==> src/rtl/gba_pkg.sv <==
package gba_pkg;

	localparam int MAX_GROUPS = 8;
	localparam int MAX_ENTRIES = 32768;
	localparam int WORD_BITS = 64;
	localparam int GRANULE = 8;

	localparam int GRP_W = $clog2(MAX_GROUPS);
	localparam int NGRP_W = $clog2(MAX_GROUPS + 1);
	localparam int WORDS_PER_GROUP = MAX_ENTRIES / WORD_BITS;
	localparam int WIDX_W = $clog2(WORDS_PER_GROUP);
	localparam int BIT_W = $clog2(WORD_BITS);
	localparam int OFF_W = $clog2(MAX_ENTRIES);
	localparam int ADDR_W = GRP_W + WIDX_W;
	localparam int DEPTH = MAX_GROUPS * WORDS_PER_GROUP;

	localparam int INDEX_W = 18;
	localparam int ENT_W = 16;
	localparam int TOTAL_W = 19;
	localparam int STATUS_W = 3;
	localparam int GROUPS_W = 4;
	localparam int CFG_W = 18;

	localparam logic OP_ALLOC = 1'b0;
	localparam logic OP_FREE = 1'b1;

	localparam logic [STATUS_W-1:0] ST_OK = 3'd0;
	localparam logic [STATUS_W-1:0] ST_ZERO = 3'd1;
	localparam logic [STATUS_W-1:0] ST_FULL = 3'd2;
	localparam logic [STATUS_W-1:0] ST_RANGE = 3'd3;
	localparam logic [STATUS_W-1:0] ST_DOUBLE = 3'd4;

	localparam logic [1:0] KIND_ALLOC = 2'd0;
	localparam logic [1:0] KIND_FREE = 2'd1;
	localparam logic [1:0] KIND_ZERO = 2'd2;
	localparam logic [1:0] KIND_BAD = 2'd3;

	localparam logic [1:0] REG_GROUPS = 2'd0;
	localparam logic [1:0] REG_ENTRIES = 2'd1;
	localparam logic [1:0] REG_FLOOR = 2'd2;

	typedef struct packed {
		logic               op;
		logic [INDEX_W-1:0] free_index;
	} req_t;

	typedef struct packed {
		logic [STATUS_W-1:0] status;
		logic [INDEX_W-1:0]  granted_index;
		logic [ENT_W-1:0]    group_free_after;
		logic [TOTAL_W-1:0]  total_free_after;
	} rsp_t;

	// effective (clamped) configuration
	typedef struct packed {
		logic [NGRP_W-1:0]  groups;
		logic [ENT_W-1:0]   entries;
		logic [INDEX_W-1:0] floor;
	} cfg_t;

	typedef struct packed {
		logic [1:0]       kind;
		logic [GRP_W-1:0] grp;
		logic [OFF_W-1:0] off;
	} q_entry_t;

endpackage

==> src/rtl/gba_queue.sv <==
module gba_queue (
	input  logic              clk,
	input  logic              arst_n,
	input  logic              push,
	input  gba_pkg::q_entry_t push_entry,
	input  logic              pop,
	output logic              full,
	output logic              valid,
	output gba_pkg::q_entry_t head
);

	gba_pkg::q_entry_t slot_q [2];
	logic              wp_q;
	logic              rp_q;
	logic [1:0]        count_q;

	assign full = count_q == 2'd2;
	assign valid = count_q != 2'd0;
	assign head = slot_q[rp_q];

	always_ff @(posedge clk or negedge arst_n) begin
		if (!arst_n) begin
			wp_q <= 1'b0;
			rp_q <= 1'b0;
			count_q <= 2'd0;
		end else begin
			if (push) begin
				wp_q <= ~wp_q;
			end
			if (pop) begin
				rp_q <= ~rp_q;
			end
			count_q <= count_q + {1'b0, push} - {1'b0, pop};
		end
	end

	always_ff @(posedge clk) begin
		if (push) begin
			slot_q[wp_q] <= push_entry;
		end
	end

endmodule

==> config.mk <==
export PLATFORM = sky130hd
export DESIGN_NAME = gba_queue
export DESIGN_NICKNAME = d
export VERILOG_FILES = /design/src/rtl/gba_pkg.sv /design/src/rtl/gba_queue.sv
export SDC_FILE = /design/constraint.sdc
export NUM_CORES = 1
export LEC_CHECK = 0
export BUFFER_PORTS_ARGS = -buffer_cell sky130_fd_sc_hd__buf_4
export CORE_MARGIN = 3
export CORE_UTILIZATION = 40
export DETAILED_ROUTE_END_ITERATION = 16
export GPL_TIMING_DRIVEN = 0
export PLACE_DENSITY = 0.63
export SLEW_MARGIN = 20
export SYNTH_ARGS = -nofsm -noshare
export SYNTH_HDL_FRONTEND = slang
export SYNTH_SLANG_ARGS = --single-unit
==> constraint.sdc <==
create_clock -name clk -period 1.9 [get_ports clk]
set_input_delay 0.475 -clock clk [delete_from_list [all_inputs] [get_ports clk]]
set_output_delay 0.475 -clock clk [all_outputs]
set_load 0.05 [all_outputs]
Yosys cells after proc, flatten, opt, wreduce, memory -nomap -nowiden

Memories as Yosys holds them, arrays and structs flattened.
Cells that the tools add are included.

Add/sub/neg operators: 2
Multipliers: 0
Divide/modulo/power cells: 0
Order comparisons: 0
Equality and inequality tests: 1
Shift operators: 0
Muxes and demuxes: 2
Bitwise gates (word level): 2
Reductions and logical operators: 1

Operators by type and width:

| kind                 | number |
|---|---|
| $add A2 B1 Y2        | 1 |
| $eq A2 B2 Y1 const B | 1 |
| $mux W1              | 2 |
| $not A1 Y1           | 2 |
| $reduce_bool A2 Y1   | 1 |
| $sub A2 B1 Y2        | 1 |

Bits in registers: 4
Bits in latches: 0
Bits in writable memories: 40
Memory bits (read-only): 0
Output and inout port bits: 22
Word-level logic and storage cells: 12
Memories kept: 1

Memories:

| name   | words | width | rd ports | clocked after Yosys merged registers in | write ports | line            | text |
|---|---|---|---|---|---|---|---|
| slot_q | 2     | 20    | 1        | 0                                       | 1           | gba_queue.sv:12 | `gba_pkg::q_entry_t slot_q [2];` |

Depth between registers and ports, before layout

Word-level depth: 2
Mapped depth: 5
Gate-level depth less buffers: 5

Worst setup path after synthesis

No wires, ideal clock.

Kind: in2reg
Start point: input port push
End point: memory slot_q[0][0] (netlist name), enable pin
Setup time: 399 ps
Data arrival time: 1,410 ps
Data required time: 1,501 ps
Setup slack: 91 ps
Cell stages on the path: 1
Path buffers: 0
Cell sequence: nor2b_1

Cells in the longest elaborated chain, start to end: 2

Ends and longest elaborated chain:

| what                          | line            | text |
|---|---|---|
| start, declared               | gba_queue.sv:4  | `input logic push,` |
| $mux W1                       | gba_queue.sv:38 | `if (push) begin` |
| $mux W1 (not written as such) | gba_queue.sv:39 | `slot_q[wp_q] <= push_entry;` |
| end, declared                 | gba_queue.sv:12 |  |

No other way between the ends.

==> summary.md <==
| Metric | Value |
|---|---|
| Routed WL | `2.57 mm` |
| Multi-input gate area | `390 um^2` |
| Worst Hold Endpoint | `slot_q[1][15]` |
| Buf+Inv Stages, Crit Path | `2` |
| Max VDD drop | `0.935 mV` |
| Mapped Avg Cell Area | `22.3 um^2` |
| Pre-Repair DR Iteration Count | `3` |
| CTS max path bufs | `2` |
| Wire per inst | `14.0 um` |
| Delay-heaviest family, CP | `flip-flops` |
| CTS Buf Count | `5` |
| Critical path arrival | `1.36 ns` |
| Clock root buffer | `clkbuf_8` |
| DP Wirelength | `1.80 mm` |
| Total power | `3.89 mW` |
| Fin Setup TNS | `0 ns` |
| N_diodes | `0` |
| # DRC | `0` |
| Die span in y | `71.6 um` |
| Max-Cap Viols | `0` |
| Crit end category | `output port` |
| Detailed-route via count | `833` |
| Worst slew pin tran | `0.926 ns` |
| GRT Total Usage | `11.2%` |
| Worst Path Max Fanout | `10` |
| Fin worst setup slack | `0.0622 ns` |
| DRT antenna net count | `0` |
| Hold path start | `push_entry[15]` |
| Pre-CTS WS | `0.144 ns` |
| Clock sinks | `44` |
| Reg2reg setup slack | `0.37 ns` |
| CP cell instances | `buf_8, mux2_4, buf_6` |
| Grt total ovfl | `0` |
| CP Launch Type | `flip-flop` |
| CTS tree | `done` |
| RSZ-0062 raised after global routing | `false` |
| Initial antenna violation count | `0` |
| H-tree depth | `2` |
| Register Area | `0.00130 mm^2` |
| I/O pin cnt | `46` |
| Vias in the first global route | `947` |
| Clk_lat worst skew | `0.29 ns` |
| Die W | `71.6 um` |
| CP max stage delay | `0.45 ns` |
| Port-buffer cells | `45` |
| Status | `completed` |
| Syn-to-layout area delta | `34.8%` |
| First-pass GRT wire length | `4.20 mm` |
| Share of cells above drive strength 1 | `59.4%` |
| Worst Setup Path Type | `flip-flop to output port` |
| Placer Congestion | `0.666` |
| Row count | `23` |
| Post-Syn Instances | `77` |
| DR iter-0 viols | `52` |
| Mapped cell area | `0.00172 mm^2` |
| Fin crit share | `96.7%` |
| Yosys warning count | `0` |
| Highest-delay cell along the critical path | `dfrtp_2` |
| Mapped Nets | `103` |
| Count of final setup violators | `0` |
| Post-synth cell types | `12` |
| Worst EP required | `1.42 ns` |
| Fin. max-slew vios | `0` |
| Vias/cell | `4.55` |
| Setup Skew | `0.00151 ns` |
| Worst hold path class | `input pin to flip-flop` |
| Fill count | `326` |
| RR Endpoint | `slot_q[1][2]` |
| Slew margin rel. | `38.3%` |
| Static Leak | `0.958 nW` |
| Initial Util | `42.1%` |
| Pin count of the biggest net entering global routing | `21` |
| Max Clk Rate | `0.544 GHz` |
| Cells after DPL | `173` |
| Final #Nets | `158` |
| Die area | `0.00512 mm^2` |
| RR Startpoint | `wp_q` |
| Final hold vios | `0` |
| Clock Pin Slew Worst Setup and Hold Paths | `0.07 ns` |
| Pwr dens | `1680 mW/mm^2` |
| Fin cells | `183` |
| Core box area | `0.00409 mm^2` |
| Sequential fraction of the synthesis area | `75.7%` |
| Fin crit period | `1.84 ns` |
| Synth Register Bits | `44` |
| Worst r2r path cells | `1` |
| WHS Path Cells | `1` |
==> cell usage in the layout (no fill, tap or decap) <==
| master | synthesis | routed |
|---|---|---|
| buf_6 | 2 | 19 |
| clkinv_2 | 0 | 2 |
| dfrtp_2 | 0 | 1 |
| clkbuf_8 | 0 | 5 |
| buf_4 | 0 | 27 |
| dfrtp_1 | 4 | 3 |
| mux2_2 | 1 | 1 |
| mux2_4 | 19 | 19 |
| inv_1 | 2 | 2 |
| clkinv_1 | 0 | 1 |
| dlygate4sd3_1 | 0 | 1 |
| and2_1 | 1 | 1 |
| ha_1 | 2 | 2 |
| or2_2 | 1 | 1 |
| xor3_1 | 1 | 1 |
| nor2b_1 | 2 | 1 |
| nor2b_2 | 0 | 1 |
| xor2_1 | 2 | 2 |
| edfxtp_1 | 40 | 40 |
| buf_8 | 0 | 3 |
==> worst max-delay path by stage <==
stage	slack [ns]	cells past startpoint	endpoint	startpoint
2_1_floorplan	0.09	1	slot_q[0][0]	push
3_3_place_gp	-0.54	2	slot_q[0][2]	push
3_5_place_dp	0.14	2	slot_q[1][2]	push
4_1_cts	-0.01	3	head[4]	rp_q
5_1_grt	0.008	3	head[12]	rp_q
6_report	0.06	3	head[4]	rp_q
==> cells in the mapped netlist (all sizes together) <==
cell / number / area [um^2]
edfxtp: 40 / 1200
buf: 2 / 22.5
inv: 2 / 7.51
xor2: 2 / 17.5
nor2b: 2 / 12.5
mux2: 20 / 297
or2: 1 / 6.26
ha: 2 / 25.0
xor3: 1 / 23.8
dfrtp: 4 / 100
and2: 1 / 6.26
==> registers in the layout (all words and copies together) (netlist names) <==
signal	cells
count_q	2
slot_q	40
rp_q	1
wp_q	1
==> final cells by class <==
type                            instances  area share (%)
Timing Repair Buffer                   48            19.1
Clock buffer                            5            2.97
Sequential cell                        44            56.2
Clock inverter                          3           0.594
Buffer                                  2            1.30
Tap cell                               50            2.70
Inverter                                2           0.324
Multi-Input combinational cell         29            16.8
==> layer usage <==
metal / part of all wire, % / track usage (%) / routed length [um]
met1: 37 / 11.5 / 938
met2: 53 / 19.4 / 1350
met3: 9.7 / 5.47 / 250
met4: 1.1 / 4.38 / 28
met5: 0 / 0 / 0
==> power breakdown <==
part	switching (mW)	leakage, nW	internal (mW)	total (mW)
Clock	0.284	0.0453	0.249	0.533
Combinational	1.13	0.491	0.845	1.98
Sequential	0.0803	0.421	1.30	1.38
==> stage by stage <==
step	instance area, um^2	util (%)	hold WS (ns)
2_1_floorplan	1720	-	0.179
3_3_place_gp	2120	51.9	0.273
3_5_place_dp	2140	52.3	0.274
4_1_cts	2230	54.6	0.351
5_1_grt	2320	56.7	0.344
6_report	2320	56.7	0.365
==> kinds of logic (layout without fill, tap and decap cells) <==
kind of cell,after synthesis,after routing,share of synthesized area (%)
flip-flops,44,44,75.7
multiplexers,20,20,17.2
AND/OR/NAND/NOR,4,4,1.46
buffers and inverters,4,60,1.75
XOR/XNOR,3,3,2.40
adder cells (fa/ha/maj),2,2,1.46
==> what timing repair did <==
| action | CTS | global route |
|---|---|---|
| setup endpoints to repair | 17 | 19 |
| pin swaps | 0 | 0 |
| endpoints found under the hold margin | 4 | 0 |
| hold buffers | 1 | 0 |
| resized for setup | 0 | 22 |
| setup buffers | 0 | 1 |
(Power assumes the default switching activity.)
