`src/rtl/gba_pkg.sv`:
```
package gba_pkg;

	localparam int MAX_GROUPS = 8;
	localparam int MAX_ENTRIES = 32768;
	localparam int WORD_BITS = 64;
	localparam int GRANULE = 8;

	localparam int GRP_W = $clog2(MAX_GROUPS);
	localparam int NGRP_W = $clog2(MAX_GROUPS + 1);
	localparam int WORDS_PER_GROUP = MAX_ENTRIES / WORD_BITS;
	localparam int WIDX_W = $clog2(WORDS_PER_GROUP);
	localparam int BIT_W = $clog2(WORD_BITS);
	localparam int OFF_W = $clog2(MAX_ENTRIES);
	localparam int ADDR_W = GRP_W + WIDX_W;
	localparam int DEPTH = MAX_GROUPS * WORDS_PER_GROUP;

	localparam int INDEX_W = 18;
	localparam int ENT_W = 16;
	localparam int TOTAL_W = 19;
	localparam int STATUS_W = 3;
	localparam int GROUPS_W = 4;
	localparam int CFG_W = 18;

	localparam logic OP_ALLOC = 1'b0;
	localparam logic OP_FREE = 1'b1;

	localparam logic [STATUS_W-1:0] ST_OK = 3'd0;
	localparam logic [STATUS_W-1:0] ST_ZERO = 3'd1;
	localparam logic [STATUS_W-1:0] ST_FULL = 3'd2;
	localparam logic [STATUS_W-1:0] ST_RANGE = 3'd3;
	localparam logic [STATUS_W-1:0] ST_DOUBLE = 3'd4;

	localparam logic [1:0] KIND_ALLOC = 2'd0;
	localparam logic [1:0] KIND_FREE = 2'd1;
	localparam logic [1:0] KIND_ZERO = 2'd2;
	localparam logic [1:0] KIND_BAD = 2'd3;

	localparam logic [1:0] REG_GROUPS = 2'd0;
	localparam logic [1:0] REG_ENTRIES = 2'd1;
	localparam logic [1:0] REG_FLOOR = 2'd2;

	typedef struct packed {
		logic               op;
		logic [INDEX_W-1:0] free_index;
	} req_t;

	typedef struct packed {
		logic [STATUS_W-1:0] status;
		logic [INDEX_W-1:0]  granted_index;
		logic [ENT_W-1:0]    group_free_after;
		logic [TOTAL_W-1:0]  total_free_after;
	} rsp_t;

	// effective (clamped) configuration
	typedef struct packed {
		logic [NGRP_W-1:0]  groups;
		logic [ENT_W-1:0]   entries;
		logic [INDEX_W-1:0] floor;
	} cfg_t;

	typedef struct packed {
		logic [1:0]       kind;
		logic [GRP_W-1:0] grp;
		logic [OFF_W-1:0] off;
	} q_entry_t;

endpackage

```
`src/rtl/gba_front.sv`:
```
module gba_front (
	input  logic              clk,
	input  logic              arst_n,
	input  gba_pkg::cfg_t     cfg,
	input  logic              accept,
	input  gba_pkg::req_t     req,
	output logic              div_busy,
	output logic              push,
	output gba_pkg::q_entry_t entry
);

	localparam logic F_IDLE = 1'b0;
	localparam logic F_DIV = 1'b1;

	logic                            state_q;
	logic [gba_pkg::INDEX_W-1:0]     rem_q;
	logic [gba_pkg::NGRP_W-1:0]      grp_q;
	logic                            rem_lt;
	logic                            at_end;

	assign rem_lt = rem_q < gba_pkg::INDEX_W'(cfg.entries);
	assign at_end = grp_q == cfg.groups;
	assign div_busy = state_q == F_DIV;

	always_comb begin
		push = 1'b0;
		entry.kind = gba_pkg::KIND_ALLOC;
		entry.grp = '0;
		entry.off = '0;
		if (state_q == F_IDLE) begin
			if (accept) begin
				if (req.op == gba_pkg::OP_ALLOC) begin
					push = 1'b1;
				end else if (req.free_index == '0) begin
					push = 1'b1;
					entry.kind = gba_pkg::KIND_ZERO;
				end else if (req.free_index < cfg.floor) begin
					push = 1'b1;
					entry.kind = gba_pkg::KIND_BAD;
				end
			end
		end else begin
			if (at_end) begin
				push = 1'b1;
				entry.kind = gba_pkg::KIND_BAD;
			end else if (rem_lt) begin
				push = 1'b1;
				entry.kind = gba_pkg::KIND_FREE;
				entry.grp = grp_q[gba_pkg::GRP_W-1:0];
				entry.off = rem_q[gba_pkg::OFF_W-1:0];
			end
		end
	end

	// index / entries by repeated subtraction, one group a cycle
	always_ff @(posedge clk or negedge arst_n) begin
		if (!arst_n) begin
			state_q <= F_IDLE;
		end else if (state_q == F_IDLE) begin
			if (accept && req.op == gba_pkg::OP_FREE && req.free_index != '0 &&
			    !(req.free_index < cfg.floor)) begin
				state_q <= F_DIV;
			end
		end else if (push) begin
			state_q <= F_IDLE;
		end
	end

	always_ff @(posedge clk) begin
		if (state_q == F_IDLE) begin
			rem_q <= req.free_index;
			grp_q <= '0;
		end else begin
			rem_q <= rem_q - gba_pkg::INDEX_W'(cfg.entries);
			grp_q <= grp_q + 1'b1;
		end
	end

endmodule

```
`config.mk`:
```
export PLATFORM = sky130hd
export DESIGN_NAME = gba_front
export DESIGN_NICKNAME = d
export VERILOG_FILES = /design/src/rtl/gba_pkg.sv /design/src/rtl/gba_front.sv
export SDC_FILE = /design/constraint.sdc
export NUM_CORES = 1
export LEC_CHECK = 0
export BUFFER_PORTS_ARGS = -buffer_cell sky130_fd_sc_hd__buf_2
export CAP_MARGIN = 40
export CORE_UTILIZATION = 40
export CTS_CLUSTER_DIAMETER = 50
export DETAILED_ROUTE_END_ITERATION = 16
export HOLD_SLACK_MARGIN = 0.08
export MAX_ROUTING_LAYER = met4
export PLACE_DENSITY_LB_ADDON = 0.1
export SLEW_MARGIN = 0
export SYNTH_ARGS = -nofsm -noshare
export SYNTH_HDL_FRONTEND = slang
export SYNTH_SLANG_ARGS = --single-unit
export TNS_END_PERCENT = 1
```
`constraint.sdc`:
```
create_clock -name clk -period 2.7 [get_ports clk]
set_clock_uncertainty 0.05 [all_clocks]
set_input_delay 0.135 -clock clk [delete_from_list [all_inputs] [get_ports clk]]
set_output_delay 0.135 -clock clk [all_outputs]
set_load 0.005 [all_outputs]
```
Word-level counts from Yosys, hierarchy flattened --
Index checks and enable logic that the tools add are counted.
Cells by class: $add $sub $neg 2, order comparisons 2, equal/unequal tests 1, multiplexer cells 20, reductions and logical operators 6
Operator list (count):
- two-way mux 18 bit | 3
- two-way mux 19 bit | 1
- zero test 18 bit | 1
- less-than comparator 18 x 16 -> 1 bit | 1
- less-than comparator 18 bit | 1
- nonzero test 18 bit | 1
- subtractor 18 x 16 -> 18 bit | 1
- two-way mux 2 bit | 6
- two-way mux 1 bit | 10
- adder 4 x 1 -> 4 bit, second input constant | 1
- equality test 4 bit | 1
- logical AND 1 bit | 3
- zero test 1 bit | 1
Word-level totals: register bits 23, input port bits 60, output and inout bits 22, logic and storage cells 34

Depth between registers and ports, before layout --
Gate-level depths: netlist of run 1.
depth in word-level cells 8, depth in mapped cells 10, mapped depth without buffers 9

Worst setup path after synthesis of run 1 --
Ideal clock, no wire load.
kind reg2out, from register rem_q[0] (netlist bit), to output entry[10] (netlist bit), data arrival time 1.983 ns, required time 2.515 ns, path slack 0.532 ns, stages on the path, launching flop included 11, path buffers 1, cells stage by stage dfxtp_1 inv_1 ha_1 fa_1 nand2b_1 a21oi_2 o21ai_0 a21oi_1 nor3b_4 buf_6 and2_1
RTL lines:
- start, declared | line gba_front.sv:16 | logic [gba_pkg::INDEX_W-1:0] rem_q;
- start signal, assigned | line gba_front.sv:71 | rem_q <= req.free_index;
- start signal, assigned | line gba_front.sv:74 | rem_q <= rem_q - gba_pkg::INDEX_W'(cfg.entries);
- end, declared | line gba_front.sv:9 | output gba_pkg::q_entry_t entry

==> results of run 1 <==
[area by class of cell]
| cell class | instances | share of cell area (%) |
|---|---|---|
| multi-input combinational | 234 | 58.6 |
| timing repair buffer | 92 | 16.8 |
| sequential | 23 | 15.3 |
| inverter | 38 | 4.78 |
| tap | 72 | 2.97 |
| clock buffer | 3 | 1.36 |
| clock inverter | 1 | 0.165 |
[per-stage QoR]
stage	utilization [%]	worst slack, ns
3_5_place_dp	50.7	0.151
5_1_grt	53.5	0.00411
2_1_floorplan	-	0.532
3_3_place_gp	50.7	0.177
4_1_cts	52.6	0.0118
6_report	53.5	0.121
[timing repair]
item / 4_1_cts / 5_1_grt
gates resized for setup: 3 / 8
hold buffers: 3 / 1
pin swaps: 1 / 3
endpoints found under the hold margin: 3 / 1
buffers inserted: 3 / 1
endpoints found under the setup margin: 20 / 20
[power groups by stage]
stage                     clock, mW  sequential (mW)  combinational, mW
after floorplan                   0            0.595               1.33
after global placement            0            0.616               1.69
after detailed placement          0            0.622               1.69
after CTS                     0.235            0.614               1.73
after global routing          0.252            0.635               2.00
final                         0.227            0.614               1.79
[flip-flops by register name (all words and copies together) (netlist names)]
register / count
div_busy: 1
rem_q: 18
grp_q: 4
[layer usage]
layer,part of all wire [%],global-route usage [%]
met3,4.5,1.94
met5,0,-
met4,1.0,5.27
met1,50,28.6
met2,45,32.1
[worst max-delay path: stages, from the launching register on]
cell,delay (ns)
dfxtp_1,0.31
ha_1,0.31
a21o_1,0.22
or4_4,0.43
a21oi_2,0.16
nor3b_4,0.29
buf_6,0.17
and2_1,0.12
buf_2,0.10
[cell families after synthesis]
logic type               after synthesis  share of synthesized area, %
AND/OR/NAND/NOR                       98                          22.4
AO/OA/AOI/OAI                         71                          19.5
buffers and inverters                 47                          8.24
adder cells (fa/ha/maj)               35                          18.4
flip-flops                            23                          19.3
XOR/XNOR                              18                          6.53
multiplexers                          12                          5.60
[worst max path at each step]
stage                     startpoint  depth (start not counted)        end  slack, ns
final                      rem_q[15]                          8  entry[14]       0.12
after detailed placement   rem_q[15]                          7  entry[17]       0.15
after CTS                   rem_q[0]                         11  entry[14]       0.01
after global routing       rem_q[15]                          8  entry[13]      0.004
after floorplan             rem_q[0]                         10  entry[10]       0.53
after global placement     rem_q[11]                          8  entry[15]       0.18
[placed cells by master (no fill, tap or decap), types with 5 or more instances in the layout]
cell type	n
buf_2	81
inv_1	37
ha_1	34
dfxtp_1	22
and2_1	20
nand2_1	19
a21oi_1	16
nor2_1	16
o21ai_0	12
nand3_1	12
mux2_2	12
xnor2_1	10
xor2_1	8
a21o_1	8
a31oi_1	5
nor4_1	5
==> impl_results.md, run 1 <==
* Status: finished, final reports clean
* Share of layout cells above drive strength 1 at ~30%
* Port Buffers at 81
* Arrival time at the worst endpoint at approximately 2.4 ns
* Vias in the first global route at ~2200
* Syn_area_per_cell at 7.94 µm²
* CTS Buf Count at 3
* HP Start: req[12]
* Worst-margin pin slew at ~0.80 ns
* Netlist cell types at ~50
* DIE AREA at 6350 µm²
* Drt drc at 0
* Max-slew headroom at between 40% and 50%
* Total GRT Usage at between 20 and 25%
* Reg-to-reg endpoint: rem_q[16]
* Die Ht at 79.7 µm
* CP Class: flip-flop to output pin
* # rows at 27
* Leakage power at approximately 1.6 nW
* Synth top area share at between 10% and 20%
* Crit. End Element: output pin
* Startpoint Class: flip-flop
* Sw frac at 44.7%
* Synth warnings at 0
* Minimum clock period at 2.58 ns
* P_sw at 1.17 mW
* Die W at 79.7 µm
* Post-synth EDFFs at 0
* Final Power at between 2 and 3 mW
* Initial Utilization at 42.5%
* Core area at between 5000 and 6000 µm²
* Max Transition Viols Final at 0
* Flop-to-flop setup slack at ~0.39 ns
* Setup violations, final at 0
* Final non-filler cell total at approximately 460
* Most frequent cells after synthesis: inv_1, ha_1, dfxtp_1
* Final instance area at between 3000 and 4000 µm²
* Hold Vio Cnt, Final at 0
* GPL Wtd Cong at 0.847
* Net Count, Synth at about 400
* Initial antenna violation count at 0
* First-pass DRT Iterations at 4
* Area leader, netlist: dfxtp_1
* Clk buf depth at 2
* Grt total ovfl at 0
* Seq pwr share at 23.4%
* Largest cells by area after synthesis: dfxtp_1, ha_1, inv_1
* Synth Cell Area at approximately 2400 µm²
* Final WL at 6120 µm
* Vias per cell at approximately 5.1
* Clock-pin transition on the worst setup and hold timing paths at 0.09 ns
* Antenna-violating nets left at 0
* RSZ-0062 raised after global routing: false
* Int Pwr at 1.45 mW
* Post-Route Hold Slack at 0.0873 ns
* Post-synthesis async set-or-reset flop share at 4.35%
* Reg2reg path depth at 10
* CP Data Required Time at between 2 and 3 ns
* Later-pin clock latency in the skew report at 0.27 ns
* Top FF cell, synth: dfxtp_1
* Worst IR drop on VDD at 0.000374 V
* Synthesis-to-layout area growth at 25.8%
* Hold Path End: rem_q[12]
* Synth Instances at a little over 300
* Multi-input logic area at around 1800 µm²
* First-pass GRT wire length at around 10000 µm
* Max Clock Freq at about 0.39 GHz
* Max-Cap Viols at 0
* Vias at 2383
* Cell Pwr Density at 865 nW/µm²
* Combinational Power Share at ~68%
* Placed Cells at between 400 and 500
* Sum Neg Setup Slack at 0 ns
* Clock sinks at 23
* FF+latch area at 465 µm²
* Register bit total from synthesis at 23
* Number of I/O pins at slightly above 80
* Routed len/inst at 13.2 µm
* WHS Path Cells at 2
* Hold crit path type: input port to flip-flop
* Sequential area share after synthesis at 19.3%
* Pin count of the biggest net entering global routing at 28
* Period utilisation layout at a little over nine tenths
* N_diodes at 0
* Worst Path Max Fanout at 6
* Count leader, synth: inv_1
* Detailed Place HPWL at roughly 4900 µm
* CTS tree: built
* Final nets at 487
* Layout filler cell count at between 600 and 700
* CTS H-tree lvls at 1
* Clock share of power at under 10%
* Root Driver: clkbuf_8
* Placed inst area at approximately 2900 µm²
* Iteration-0 DRC count of the detailed router at approximately 70
* RR Startpoint: rem_q[0]
No activity file was read; power rests on OpenSTA's default activity.
==> run 2: changes to the inputs <==
--- a/config.mk
+++ b/config.mk
@@ -5,9 +5,9 @@
 export SDC_FILE = /design/constraint.sdc
 export NUM_CORES = 1
 export LEC_CHECK = 0
-export BUFFER_PORTS_ARGS = -buffer_cell sky130_fd_sc_hd__buf_2
+export BUFFER_PORTS_ARGS = -buffer_cell sky130_fd_sc_hd__buf_4
 export CAP_MARGIN = 40
-export CORE_UTILIZATION = 40
+export CORE_UTILIZATION = 51
 export CTS_CLUSTER_DIAMETER = 50
 export DETAILED_ROUTE_END_ITERATION = 16
 export HOLD_SLACK_MARGIN = 0.08
==> impl_results.md, run 2 (synthesized netlist as in run 1, its figures left out) <==
* Grt total ovfl at 0 (unchanged)
* Iteration-0 DRC count of the detailed router at 234 (+240%)
* Antenna-violating nets left at 0 (unchanged)
* Reg2reg path depth at 9 (-1)
* Later-pin clock latency in the skew report at 0.28 ns (about the same)
* Number of I/O pins at 82 (unchanged)
* Minimum clock period at 2.59 ns (+0.0144 ns)
* Layout filler cell count at 344 (-43%)
* Clock-pin transition on the worst setup and hold timing paths at 0.09 ns (about the same)
* # rows at 24 (-11%)
* Setup ws final at 0.107 ns (-0.0144 ns)
* Pin count of the biggest net entering global routing at 28 (unchanged)
* Placed Cells at 429 (-4.9%)
* Arrival time at the worst endpoint at 2.41 ns (+0.02 ns)
* Most flops, register: rem_q
* Total GRT Usage at 26.2% (+5.5 points)
* Leakage power at 1.66 nW (+4.2%)
* Share of layout cells above drive strength 1 at 29.0% (-1.4 points)
* Startpoint Class: flip-flop
* CTS H-tree lvls at 1 (unchanged)
* Max Clock Freq at 0.386 GHz (-0.56%)
* N_diodes at 0 (unchanged)
* Port Buffers at 81 (unchanged)
* First-pass DRT Iterations at 6 (+2)
* Post-Place Setup Slack at 0.212 ns (+0.0610 ns)
* Worst IR drop on VDD at 0.000414 V (+11%)
* Worst Path Max Fanout at 12 (+6)
* FF+latch area at 465 µm² (unchanged)
* Routed len/inst at 13.9 µm (+5.1%)
* CTS tree: built
* Cell Pwr Density at 820 nW/µm² (-5.2%)
* Vias in the first global route at 2260 (+2.2%)
* RSZ-0062 raised after global routing: false
* CTS Buf Count at 3 (unchanged)
* Drt drc at 0 (unchanged)
* Placed inst area at 3040 µm² (+5.6%)
* GPL Wtd Cong at 0.872 (+3.0%)
* Status: finished, final reports clean
* Root Driver: clkbuf_8
* Largest register FFs at 18 (unchanged)
* Clk buf depth at 2 (unchanged)
* First-pass GRT wire length at 10200 µm (+1.9%)
* WHS Path Cells at 3 (+1)
* Sum Neg Setup Slack at 0 ns (unchanged)
* Max-slew headroom at 47.9% (+1.5 points)
* Max Transition Viols Final at 0 (unchanged)
* Final nets at 492 (+1.0%)
* Die Ht at 70.8 µm (-11%)
* DIE AREA at 5010 µm² (-21%)
* Vias per cell at 5.60 (+8.8%)
* Setup violations, final at 0 (unchanged)
* Hold crit path type: input port to flip-flop
* Clock sinks at 23 (unchanged)
* Multi-input logic area at 1790 µm² (+0.56%)
* Synthesis-to-layout area growth at 36.2%
* Crit. End Element: output pin
* Commonest non-fill, non-tap cell in the layout: buf_4
* Final WL at 6230 µm (+1.7%)
* CP Class: flip-flop to output pin
* Core area at 4440 µm² (-22%)
* Flop-to-flop setup slack at 0.43 ns (+0.04 ns)
* Final Power at 2.70 mW (+2.7%)
* Initial Utilization at 54.3% (+12 points)
* Hold Vio Cnt, Final at 0 (unchanged)
* Most frequent cells in the layout: buf_4, inv_1, ha_1, dfxtp_1, and2_1
* Die W at 70.8 µm (-11%)
* Worst-margin pin slew at 0.775 ns (-0.0222 ns)
* Period utilisation layout at 96.0% (+0.53 points)
* Vias at 2509 (+5.3%)
* Final instance area at 3290 µm² (+8.3%)
* Post-Route Hold Slack at 0.0901 ns (+0.00274 ns)
* Max-Cap Viols at 0 (unchanged)
* CP Data Required Time at 2.52 ns (about the same)
* Final non-filler cell total at 448 (-3.2%)
* Fin util at 74.0% (+20 points)
* Detailed Place HPWL at 4780 µm (-2.5%)
* Initial antenna violation count at 0 (unchanged)
run 2: cell count changes in the layout (fill, tap and decap cells not counted), sizes merged:
cell / previous run / this run
buf: 88 / 84
dlygate4sd3: 4 / 13
clkinv: 1 / 0
clkbuf: 3 / 4
run 2: metal layers:
| layer | vias to the layer above | global-route usage [%] | share of wire (%) |
|---|---|---|---|
| met5 | - | - | 0 |
| met4 | 0 | 5.78 | 1.5 |
| met1 | 1143 | 34.1 | 46 |
| met3 | 11 | 4.42 | 5.9 |
| met2 | 86 | 42.7 | 47 |
| li1 | 1269 | - | - |
run 2: final cells by class:
| cell class | count | share of cell area [%] |
|---|---|---|
| clock buffer | 4 | 1.37 |
| inverter | 38 | 4.41 |
| multi-input combinational | 234 | 54.5 |
| sequential | 23 | 14.1 |
| tap | 52 | 1.98 |
| timing repair buffer | 97 | 23.6 |
run 2: final timing paths:
check,end,startpoint
max,entry[14],rem_q[0]
min,rem_q[14],req[14]
max reg2reg,rem_q[12],rem_q[0]
min reg2reg,grp_q[0],grp_q[0]
max in group asynchronous,div_busy,arst_n
min in group asynchronous,div_busy,arst_n
run 2: critical path, stage by stage (launching register included):
cell and delay [ns]:
dfxtp_1 0.32, inv_1 0.05, ha_1 0.20, fa_2 0.36, nand2b_4 0.17, a21oi_4 0.18, o21ai_2 0.10, a21oi_2 0.21
nor3b_4 0.08, buf_12 0.18, and2_1 0.15, buf_4 0.13
run 2: what timing repair did:
item / CTS / global route
endpoints found under the hold margin: 12 / 1
buffers inserted: 2 / 0
hold buffers: 12 / 1
endpoints found under the setup margin: 20 / 20
gates resized for setup: 2 / 9
pin swaps: 1 / 3
run 2: power by group:
part	total [mW]	switching [mW]	internal, mW
Clock	0.229	0.123	0.106
Sequential	0.613	0.100	0.513
Combinational	1.86	0.975	0.881
Total	2.70	1.20	1.50
